$ cat src/hdl/per_tick_emission_rate_limiter_core_assert.svh
// Assertion macros for the per-tick emission rate limiter.
// Used by the top level; the checks compile away when SYNTHESIS is set.
`ifndef PER_TICK_EMISSION_RATE_LIMITER_CORE_ASSERT_SVH
`define PER_TICK_EMISSION_RATE_LIMITER_CORE_ASSERT_SVH

`ifndef SYNTHESIS

// Checked on every rising edge of clk_i, ignored while rst_ni is low.
`define PETRL_ASSERT(lbl, prop) \
  lbl: assert property (@(posedge clk_i) disable iff (!rst_ni) prop) \
    else $error("%m: assertion failed");

// Checked on every rising edge of clk_i, reset included.
`define PETRL_ASSERT_ALWAYS(lbl, prop) \
  lbl: assert property (@(posedge clk_i) prop) \
    else $error("%m: assertion failed");

`else

`define PETRL_ASSERT(lbl, prop)
`define PETRL_ASSERT_ALWAYS(lbl, prop)

`endif

`endif

$ cat src/hdl/petrl_pkg.sv
// Shared types, constants and helpers for the per-tick emission rate limiter.
// No dependencies; used by petrl_cfg and the top level.
package petrl_pkg;

  localparam int unsigned TickW      = 64;
  localparam int unsigned CountW     = 64;
  localparam int unsigned MaxPerTickW = 11;
  localparam int unsigned MinIntW    = 20;
  localparam int unsigned CfgIdxW    = 1;
  localparam int unsigned CfgDataW   = 20;

  localparam logic [MaxPerTickW-1:0] MaxPerTickTop = 11'd1024;
  localparam logic [MinIntW-1:0]     MinIntervalTop = 20'd1000000;

  typedef enum logic [CfgIdxW-1:0] {
    CfgMaxPerTick  = 1'b0,
    CfgMinInterval = 1'b1
  } cfg_idx_e;

  typedef enum logic [1:0] {
    AdmEmit     = 2'd0,
    AdmSuppress = 2'd1,
    AdmReject   = 2'd2
  } adm_e;

  typedef struct packed {
    logic [MaxPerTickW-1:0] max_per_tick;
    logic [MinIntW-1:0]     min_interval;
  } cfg_t;

  // Counter increment that sticks at all ones.
  function automatic logic [CountW-1:0] sat_inc(input logic [CountW-1:0] v);
    sat_inc = (&v) ? v : v + {{(CountW-1){1'b0}}, 1'b1};
  endfunction

endpackage

$ cat src/hdl/per_tick_emission_rate_limiter_core.sv
// Per-tick emission rate limiter, top level.
// Depends on petrl_pkg, petrl_cfg and per_tick_emission_rate_limiter_core_assert.svh.
//
// Each request on the input channel (in_valid_i / in_stall_o, payload tick_i)
// yields exactly one result on the output channel (out_valid_o / out_stall_i):
// an admission code (emit, suppressed, rejected) and the three saturating
// totals as they stand after this request.
// A request is captured in an input register; once the result slot is free,
// the decision is made against the limiter state and the result is registered.
// Throughput is one request per cycle while the receiver does not stall: the
// decision logic (a 64-bit compare, one 64-bit subtraction and one saturating
// increment) sits in one stage, and the state it updates is read back by the
// very next request.
// When the receiver stalls, the result holds and the input register keeps one
// further request; after that in_stall_o rises until the result is taken.
// Reset clears the tick history, the per-tick count and all totals, and sets
// both configuration registers to one. The user must write configuration
// through cfg_we_i / cfg_idx_i / cfg_data_i only while no request is in flight;
// the block does not enforce this. Values are clamped into their legal ranges.
`include "per_tick_emission_rate_limiter_core_assert.svh"

module per_tick_emission_rate_limiter_core (
  input  logic                             clk_i,
  input  logic                             rst_ni,
  input  logic                             cfg_we_i,
  input  logic [petrl_pkg::CfgIdxW-1:0]    cfg_idx_i,
  input  logic [petrl_pkg::CfgDataW-1:0]   cfg_data_i,
  input  logic                             in_valid_i,
  output logic                             in_stall_o,
  input  logic [petrl_pkg::TickW-1:0]      tick_i,
  output logic                             out_valid_o,
  input  logic                             out_stall_i,
  output logic [1:0]                       admission_o,
  output logic [petrl_pkg::CountW-1:0]     emitted_total_o,
  output logic [petrl_pkg::CountW-1:0]     suppressed_total_o,
  output logic [petrl_pkg::CountW-1:0]     rejected_total_o
);

  petrl_pkg::cfg_t cfg;

  petrl_cfg u_cfg (
    .clk_i      (clk_i),
    .rst_ni     (rst_ni),
    .cfg_we_i   (cfg_we_i),
    .cfg_idx_i  (cfg_idx_i),
    .cfg_data_i (cfg_data_i),
    .cfg_o      (cfg)
  );

  logic                                 in_vld_q, in_vld_d;
  logic [petrl_pkg::TickW-1:0]          tick_q;
  logic                                 out_vld_q, out_vld_d;
  petrl_pkg::adm_e                      adm_q, adm_d;
  logic [petrl_pkg::TickW-1:0]          last_seen_q, last_seen_d;
  logic [petrl_pkg::TickW-1:0]          last_emit_q, last_emit_d;
  logic [petrl_pkg::MaxPerTickW-1:0]    cnt_q, cnt_d;
  logic [petrl_pkg::CountW-1:0]         emit_cnt_q, emit_cnt_d;
  logic [petrl_pkg::CountW-1:0]         sup_cnt_q, sup_cnt_d;
  logic [petrl_pkg::CountW-1:0]         rej_cnt_q, rej_cnt_d;

  logic                                 fire, in_acc;
  logic                                 reject, too_soon, cap_hit;
  logic [petrl_pkg::MaxPerTickW-1:0]    cnt_eff;
  logic [petrl_pkg::TickW-1:0]          diff;

  // The decision fires when a request is held and the result slot is free or
  // being emptied in this cycle.
  assign fire       = in_vld_q && (!out_vld_q || !out_stall_i);
  assign in_stall_o = in_vld_q && !fire;
  assign in_acc     = in_valid_i && !in_stall_o;

  always_comb begin
    reject  = (tick_q == '0) || (tick_q < last_seen_q);
    cnt_eff = (tick_q != last_seen_q) ? '0 : cnt_q;
    diff    = tick_q - last_emit_q;
    // The distance is at least zero here since last_emit never exceeds last_seen.
    too_soon = (last_emit_q != '0) && (tick_q != last_emit_q) &&
               (diff[petrl_pkg::TickW-1:petrl_pkg::MinIntW] == '0) &&
               (diff[petrl_pkg::MinIntW-1:0] < cfg.min_interval);
    cap_hit = cnt_eff >= cfg.max_per_tick;
  end

  always_comb begin
    in_vld_d    = in_acc ? 1'b1 : (fire ? 1'b0 : in_vld_q);
    out_vld_d   = fire || (out_vld_q && out_stall_i);
    adm_d       = adm_q;
    last_seen_d = last_seen_q;
    last_emit_d = last_emit_q;
    cnt_d       = cnt_q;
    emit_cnt_d  = emit_cnt_q;
    sup_cnt_d   = sup_cnt_q;
    rej_cnt_d   = rej_cnt_q;
    if (fire) begin
      if (reject) begin
        adm_d     = petrl_pkg::AdmReject;
        rej_cnt_d = petrl_pkg::sat_inc(rej_cnt_q);
      end else begin
        last_seen_d = tick_q;
        if (too_soon || cap_hit) begin
          adm_d     = petrl_pkg::AdmSuppress;
          cnt_d     = cnt_eff;
          sup_cnt_d = petrl_pkg::sat_inc(sup_cnt_q);
        end else begin
          adm_d       = petrl_pkg::AdmEmit;
          cnt_d       = cnt_eff + {{(petrl_pkg::MaxPerTickW-1){1'b0}}, 1'b1};
          last_emit_d = tick_q;
          emit_cnt_d  = petrl_pkg::sat_inc(emit_cnt_q);
        end
      end
    end
  end

  always_ff @(posedge clk_i or negedge rst_ni) begin
    if (!rst_ni) begin
      in_vld_q    <= 1'b0;
      out_vld_q   <= 1'b0;
      adm_q       <= petrl_pkg::AdmEmit;
      last_seen_q <= '0;
      last_emit_q <= '0;
      cnt_q       <= '0;
      emit_cnt_q  <= '0;
      sup_cnt_q   <= '0;
      rej_cnt_q   <= '0;
    end else begin
      in_vld_q    <= in_vld_d;
      out_vld_q   <= out_vld_d;
      adm_q       <= adm_d;
      last_seen_q <= last_seen_d;
      last_emit_q <= last_emit_d;
      cnt_q       <= cnt_d;
      emit_cnt_q  <= emit_cnt_d;
      sup_cnt_q   <= sup_cnt_d;
      rej_cnt_q   <= rej_cnt_d;
    end
  end

  always_ff @(posedge clk_i) begin
    if (in_acc) begin
      tick_q <= tick_i;
    end
  end

  // The totals only move on a decision, which needs a free or emptying result
  // slot, so the counters serve directly as the result fields.
  assign out_valid_o        = out_vld_q;
  assign admission_o        = adm_q;
  assign emitted_total_o    = emit_cnt_q;
  assign suppressed_total_o = sup_cnt_q;
  assign rejected_total_o   = rej_cnt_q;

  `PETRL_ASSERT(a_cnt_bounded, cnt_q <= petrl_pkg::MaxPerTickTop)
  `PETRL_ASSERT(a_emit_records_tick,
    (fire && !reject && !too_soon && !cap_hit) |=> (last_emit_q == $past(tick_q)))
  `PETRL_ASSERT(a_emit_before_seen, last_emit_q <= last_seen_q)
  `PETRL_ASSERT_ALWAYS(a_stall_needs_item, in_stall_o |-> in_vld_q)

endmodule

$ cat src/hdl/petrl_cfg.sv
// Configuration registers of the rate limiter, with range clamping on write.
// Depends on petrl_pkg.
module petrl_cfg (
  input  logic                            clk_i,
  input  logic                            rst_ni,
  input  logic                            cfg_we_i,
  input  logic [petrl_pkg::CfgIdxW-1:0]   cfg_idx_i,
  input  logic [petrl_pkg::CfgDataW-1:0]  cfg_data_i,
  output petrl_pkg::cfg_t                 cfg_o
);

  logic [petrl_pkg::MaxPerTickW-1:0] max_per_tick_q, max_per_tick_d;
  logic [petrl_pkg::MinIntW-1:0]     min_interval_q, min_interval_d;
  logic [petrl_pkg::MaxPerTickW-1:0] cap_wr;
  logic [petrl_pkg::MinIntW-1:0]     int_wr;

  // Zero becomes one; anything above the top becomes the top.
  always_comb begin
    cap_wr = cfg_data_i[petrl_pkg::MaxPerTickW-1:0];
    if (cap_wr == '0) begin
      cap_wr = {{(petrl_pkg::MaxPerTickW-1){1'b0}}, 1'b1};
    end else if (cap_wr > petrl_pkg::MaxPerTickTop) begin
      cap_wr = petrl_pkg::MaxPerTickTop;
    end
    int_wr = cfg_data_i[petrl_pkg::MinIntW-1:0];
    if (int_wr == '0) begin
      int_wr = {{(petrl_pkg::MinIntW-1){1'b0}}, 1'b1};
    end else if (int_wr > petrl_pkg::MinIntervalTop) begin
      int_wr = petrl_pkg::MinIntervalTop;
    end
  end

  always_comb begin
    max_per_tick_d = max_per_tick_q;
    min_interval_d = min_interval_q;
    if (cfg_we_i) begin
      unique case (petrl_pkg::cfg_idx_e'(cfg_idx_i))
        petrl_pkg::CfgMaxPerTick:  max_per_tick_d = cap_wr;
        petrl_pkg::CfgMinInterval: min_interval_d = int_wr;
        default: ;
      endcase
    end
  end

  always_ff @(posedge clk_i or negedge rst_ni) begin
    if (!rst_ni) begin
      max_per_tick_q <= {{(petrl_pkg::MaxPerTickW-1){1'b0}}, 1'b1};
      min_interval_q <= {{(petrl_pkg::MinIntW-1){1'b0}}, 1'b1};
    end else begin
      max_per_tick_q <= max_per_tick_d;
      min_interval_q <= min_interval_d;
    end
  end

  assign cfg_o.max_per_tick = max_per_tick_q;
  assign cfg_o.min_interval = min_interval_q;

endmodule

$ cat config.mk
export PLATFORM = sky130hd
export DESIGN_NAME = per_tick_emission_rate_limiter_core
export DESIGN_NICKNAME = d
export VERILOG_FILES = /design/src/hdl/petrl_pkg.sv /design/src/hdl/per_tick_emission_rate_limiter_core.sv /design/src/hdl/petrl_cfg.sv
export VERILOG_INCLUDE_DIRS = /design/src /design/src/hdl
export SDC_FILE = /design/constraint.sdc
export NUM_CORES = 1
export LEC_CHECK = 0
export BUFFER_PORTS_ARGS = -buffer_cell sky130_fd_sc_hd__buf_4
export CAP_MARGIN = 30
export CORE_AREA = 4 4 177 247
export CTS_BUF_LIST = sky130_fd_sc_hd__clkbuf_4
export DETAILED_ROUTE_END_ITERATION = 6
export DIE_AREA = 0 0 181 251
export HOLD_SLACK_MARGIN = 0.06
export PLACE_DENSITY_LB_ADDON = 0.12
export SYNTH_ARGS = -nofsm -noshare
export SYNTH_HDL_FRONTEND = slang
export SYNTH_SLANG_ARGS = --single-unit
export TNS_END_PERCENT = 20
$ cat constraint.sdc
create_clock -name clk_i -period 5.4 [get_ports clk_i]
set_input_delay 1.08 -clock clk_i [delete_from_list [all_inputs] [get_ports clk_i]]
set_output_delay 1.08 -clock clk_i [all_outputs]
set_load 0.02 [all_outputs]
==> results.yml <==
clocking:
  clock_path_buffers: 3
  root_buffer: "clkbuf_4"
  cts_hold_buf: 0
  numCtsBuffers: 102
  path_clk_slew_ns: 0.07
  cts_tree: "yes"
  cts_htree_levels: 3
  cts.sinks: 430
  clkLatencyLatePin_ns: 0.90
logic_synthesis:
  synthTopCellsByArea: "dfrtp_1 (36%), ha_1 (8.1%), edfxtp_1 (7.7%)"
  synthCells: 2680
  yosys.cell_types.count: 89
  synth_top_area_share_pct: 36.5
  synth-seq-cells: 430
  synth_edf_count: 64
  synth-main-ff-cell: "dfrtp_1"
  synth_area_leader_cell: "dfrtp_1"
  synth_area_um2: 25000
  syn_area_per_cell_um2: 9.32
  yosys_warnings: 0
  yosysSeqAreaShare_pct: 44.4
  synthesis.nets: 2932
  synthArstFlopShare_pct: 85.1
critical_path:
  crit_slowest_cell: "or4_1"
  r2r_slack_ns: 0.14
  cp.required_ns: 6.13
  path_buf_inv: 4
  cp-end-kind: "flip-flop"
  crit_type: "reg -> reg"
  cp_max_fo: 63
  critPathLaunchType: "flip-flop"
  cp.arrival_ns: 6.00
  crit_family: "simple AND/OR/NAND/NOR gates"
  cp_slowest_stage_delay_ns: 0.44
pwr:
  power_density_nw_per_um2: 229
  p_leak_uw: 0.0144
  ir_drop_mv: 0.273
cells_and_area:
  stdcell_area_um2: 30100
  fin_nets: 3341
  area_growth_pct: 20.5
  fillerInstances: 3008
  final_cell_mix: "buf_4 (394), dfrtp_1 (363), nand2_1 (306), inv_1 (194), xnor2_1 (169)"
  drive_above_1_share_pct: 20.8
  final_common_cell: "buf_4"
die:
  die-area_um2: 45400
  core-area_um2: 41300
  rows: 88
  io_pins: 286
  die_height_um: 251
  dieWidth_um: 181
  start_util_pct: 60.5
status:
  status: "complete, but fails checks"
  violations: "DRC"
sta:
  timing.fmax_mhz: 190
  setup_viol: 0
  tightest_slew_ns: 1.01
  max_slew_margin_pct: 31.7
  fin_crit_ns: 5.26
  hold_violations: 0
  fin_crit_sh_pct: 97.5
  finalClockSkew_ns: 0.0712
  final_max_slew_viol_count: 0
  fin_tns_setup_ns: 0
  rsz0062_at_grt: "yes"
routing:
  vias: 22400
  drt_pass1_iterations: 7
  drt_iter0_markers: 1575
  wirelength_mm: 76.5
  ant_nets: 0
  viasPerCell: 6.03
  wl_per_cell_um: 20.6
  drc: 2
global_route:
  grt_first_pass_wirelength_mm: 121
  antenna_found_initial: 1
  grt-ovfl-total: 0
  grt_max_degree: 130
  grt_pass1_vias: 22800
  grt_usage_pct: 32.5
placed_design:
  place_hpwl_mm: 56.8
  place.gp.congestion: 0.999
  place.port_buffers: 285
  placed_area_um2: 28300
min_path:
  hold_class: "in -> async"
job:
  maxCapViolCount: 0
stage by stage:
step | worst slack, ns | cells | hold WS, ns | util [%] | power [µW]
after floorplan | 0.434 | 2680 | 0.437 | - | 3850
after global placement | -0.0275 | 3506 | 0.471 | 68.5 | 4160
after detailed placement | -0.112 | 3506 | 0.477 | 68.5 | 4180
after CTS | 0.000663 | 3697 | 0.104 | 72.0 | 6930
after global routing | -0.0300 | 3712 | 0.173 | 72.9 | 7210
final | 0.137 | 3712 | 0.153 | 72.9 | 6910
power by group:
part | total [µW] | internal, µW | switching [µW]
logic | 687 | 278 | 409
registers | 3470 | 3380 | 87.0
clock network | 2750 | 1370 | 1370
layer usage:
layer | vias up | GRT usage (%) | part of all wire, %
met5 | - | 0 | 0
met1 | 10900 | 40.3 | 39
met2 | 846 | 56.3 | 50
met3 | 172 | 5.27 | 6.4
met4 | 0 | 14.6 | 4.1
li1 | 10400 | - | -
final timing paths:
| path | from | depth (start not counted) | end |
|---|---|---|---|
| setup / recovery | tick_q[0]$_DFFE_PP_ | 26 | last_emit_q[50]$_DFFE_PN0P_ |
| hold / removal | rst_ni | 1 | last_seen_q[25]$_DFFE_PN0P_ |
| setup reg to reg | tick_q[0]$_DFFE_PP_ | 26 | last_emit_q[50]$_DFFE_PN0P_ |
| hold reg to reg | rejected_total_o[5]$_DFFE_PN0P_ | 1 | rejected_total_o[5]$_DFFE_PN0P_ |
| max in group asynchronous | rst_ni | 2 | suppressed_total_o[45]$_DFFE_PN0P_ |
| min in group clk_i | tick_i[59] | 1 | tick_q[59]$_DFFE_PP_ |
cell type report:
class | instances | area [µm²] | share of cell area, %
clock buffer | 149 | 1120 | 3.72
timing repair buffer | 411 | 3270 | 10.9
sequential | 430 | 11100 | 36.8
multi-input combinational | 1949 | 13000 | 43.1
clock inverter | 37 | 229 | 0.761
antenna | 1 | 2.50 | 0.00831
tap | 540 | 676 | 2.24
inverter | 195 | 732 | 2.43
Yosys cell counts, types with 9 or more instances:
| cell type | number |
|---|---|
| clkbuf_1 | 53 |
| o21ai_0 | 138 |
| nor2_1 | 114 |
| and3_1 | 70 |
| o21bai_1 | 9 |
| nor4_1 | 60 |
| xnor2_1 | 171 |
| or3_1 | 20 |
| and2_1 | 29 |
| a22o_1 | 18 |
| xor2_1 | 64 |
| inv_1 | 195 |
| ha_1 | 161 |
| a211oi_1 | 9 |
| dfrtp_1 | 364 |
| o211ai_1 | 9 |
| a31oi_1 | 11 |
| nor2b_1 | 10 |
| nand3_1 | 138 |
| buf_2 | 46 |
| nor3_1 | 52 |
| and4_1 | 29 |
| mux2_2 | 9 |
| o21ai_1 | 68 |
| o21a_1 | 16 |
| nand2b_1 | 17 |
| a21o_1 | 49 |
| nand2_1 | 307 |
| a21oi_1 | 125 |
| edfxtp_1 | 64 |
| nand4_1 | 134 |
cells by family (layout without fill, tap and decap cells):
group / after synthesis / after routing / share of synthesized area [%]
simple gates: 1013 / 1013 / 20.8
compound gates: 525 / 525 / 13.0
flops: 430 / 430 / 44.4
buf+inv: 301 / 792 / 4.83
xor+xnor: 235 / 235 / 8.24
fa+ha+maj: 162 / 162 / 8.14
mux: 14 / 14 / 0.606
other cells: 0 / 1 / 0
state kept, by name, summed over array words and instances, names as in the netlist:
| register | count |
|---|---|
| emitted_total_o | 64 |
| last_emit_q | 64 |
| last_seen_q | 64 |
| rejected_total_o | 64 |
| suppressed_total_o | 64 |
| tick_q | 64 |
| u_cfg.min_interval_q | 20 |
| cnt_q | 11 |
| u_cfg.max_per_tick_q | 11 |
| admission_o | 2 |
| in_vld_q | 1 |
| out_valid_o | 1 |
worst reg2reg max path, cell delays in order (launching register included):
cell	delay (ns)
edfxtp_1	0.41
inv_2	0.10
ha_4	0.15
fa_2	0.20
nand2b_4	0.14
a21oi_4	0.05
buf_4	0.16
o211ai_1	0.29
nand2_1	0.14
a21oi_2	0.22
xnor2_2	0.17
ha_4	0.26
a21oi_4	0.14
nand2_2	0.08
a32o_1	0.22
a311oi_1	0.24
and3_1	0.21
nand4_1	0.12
nor3_1	0.14
and4b_1	0.22
nand4_1	0.09
or4_1	0.44
buf_6	0.16
and3_4	0.23
buf_16	0.20
nand2_1	0.23
o21ai_1	0.08
timing repair:
action | 4_1_cts | 5_1_grt
cloned | 2 | 1
pin swaps | 9 | 29
endpoints found under the hold margin | 0 | 0
endpoints found under the setup margin | 112 | 204
buffers inserted | 3 | 12
resized for setup | 12 | 51
Note: power is estimated with default switching activity, not from simulation.
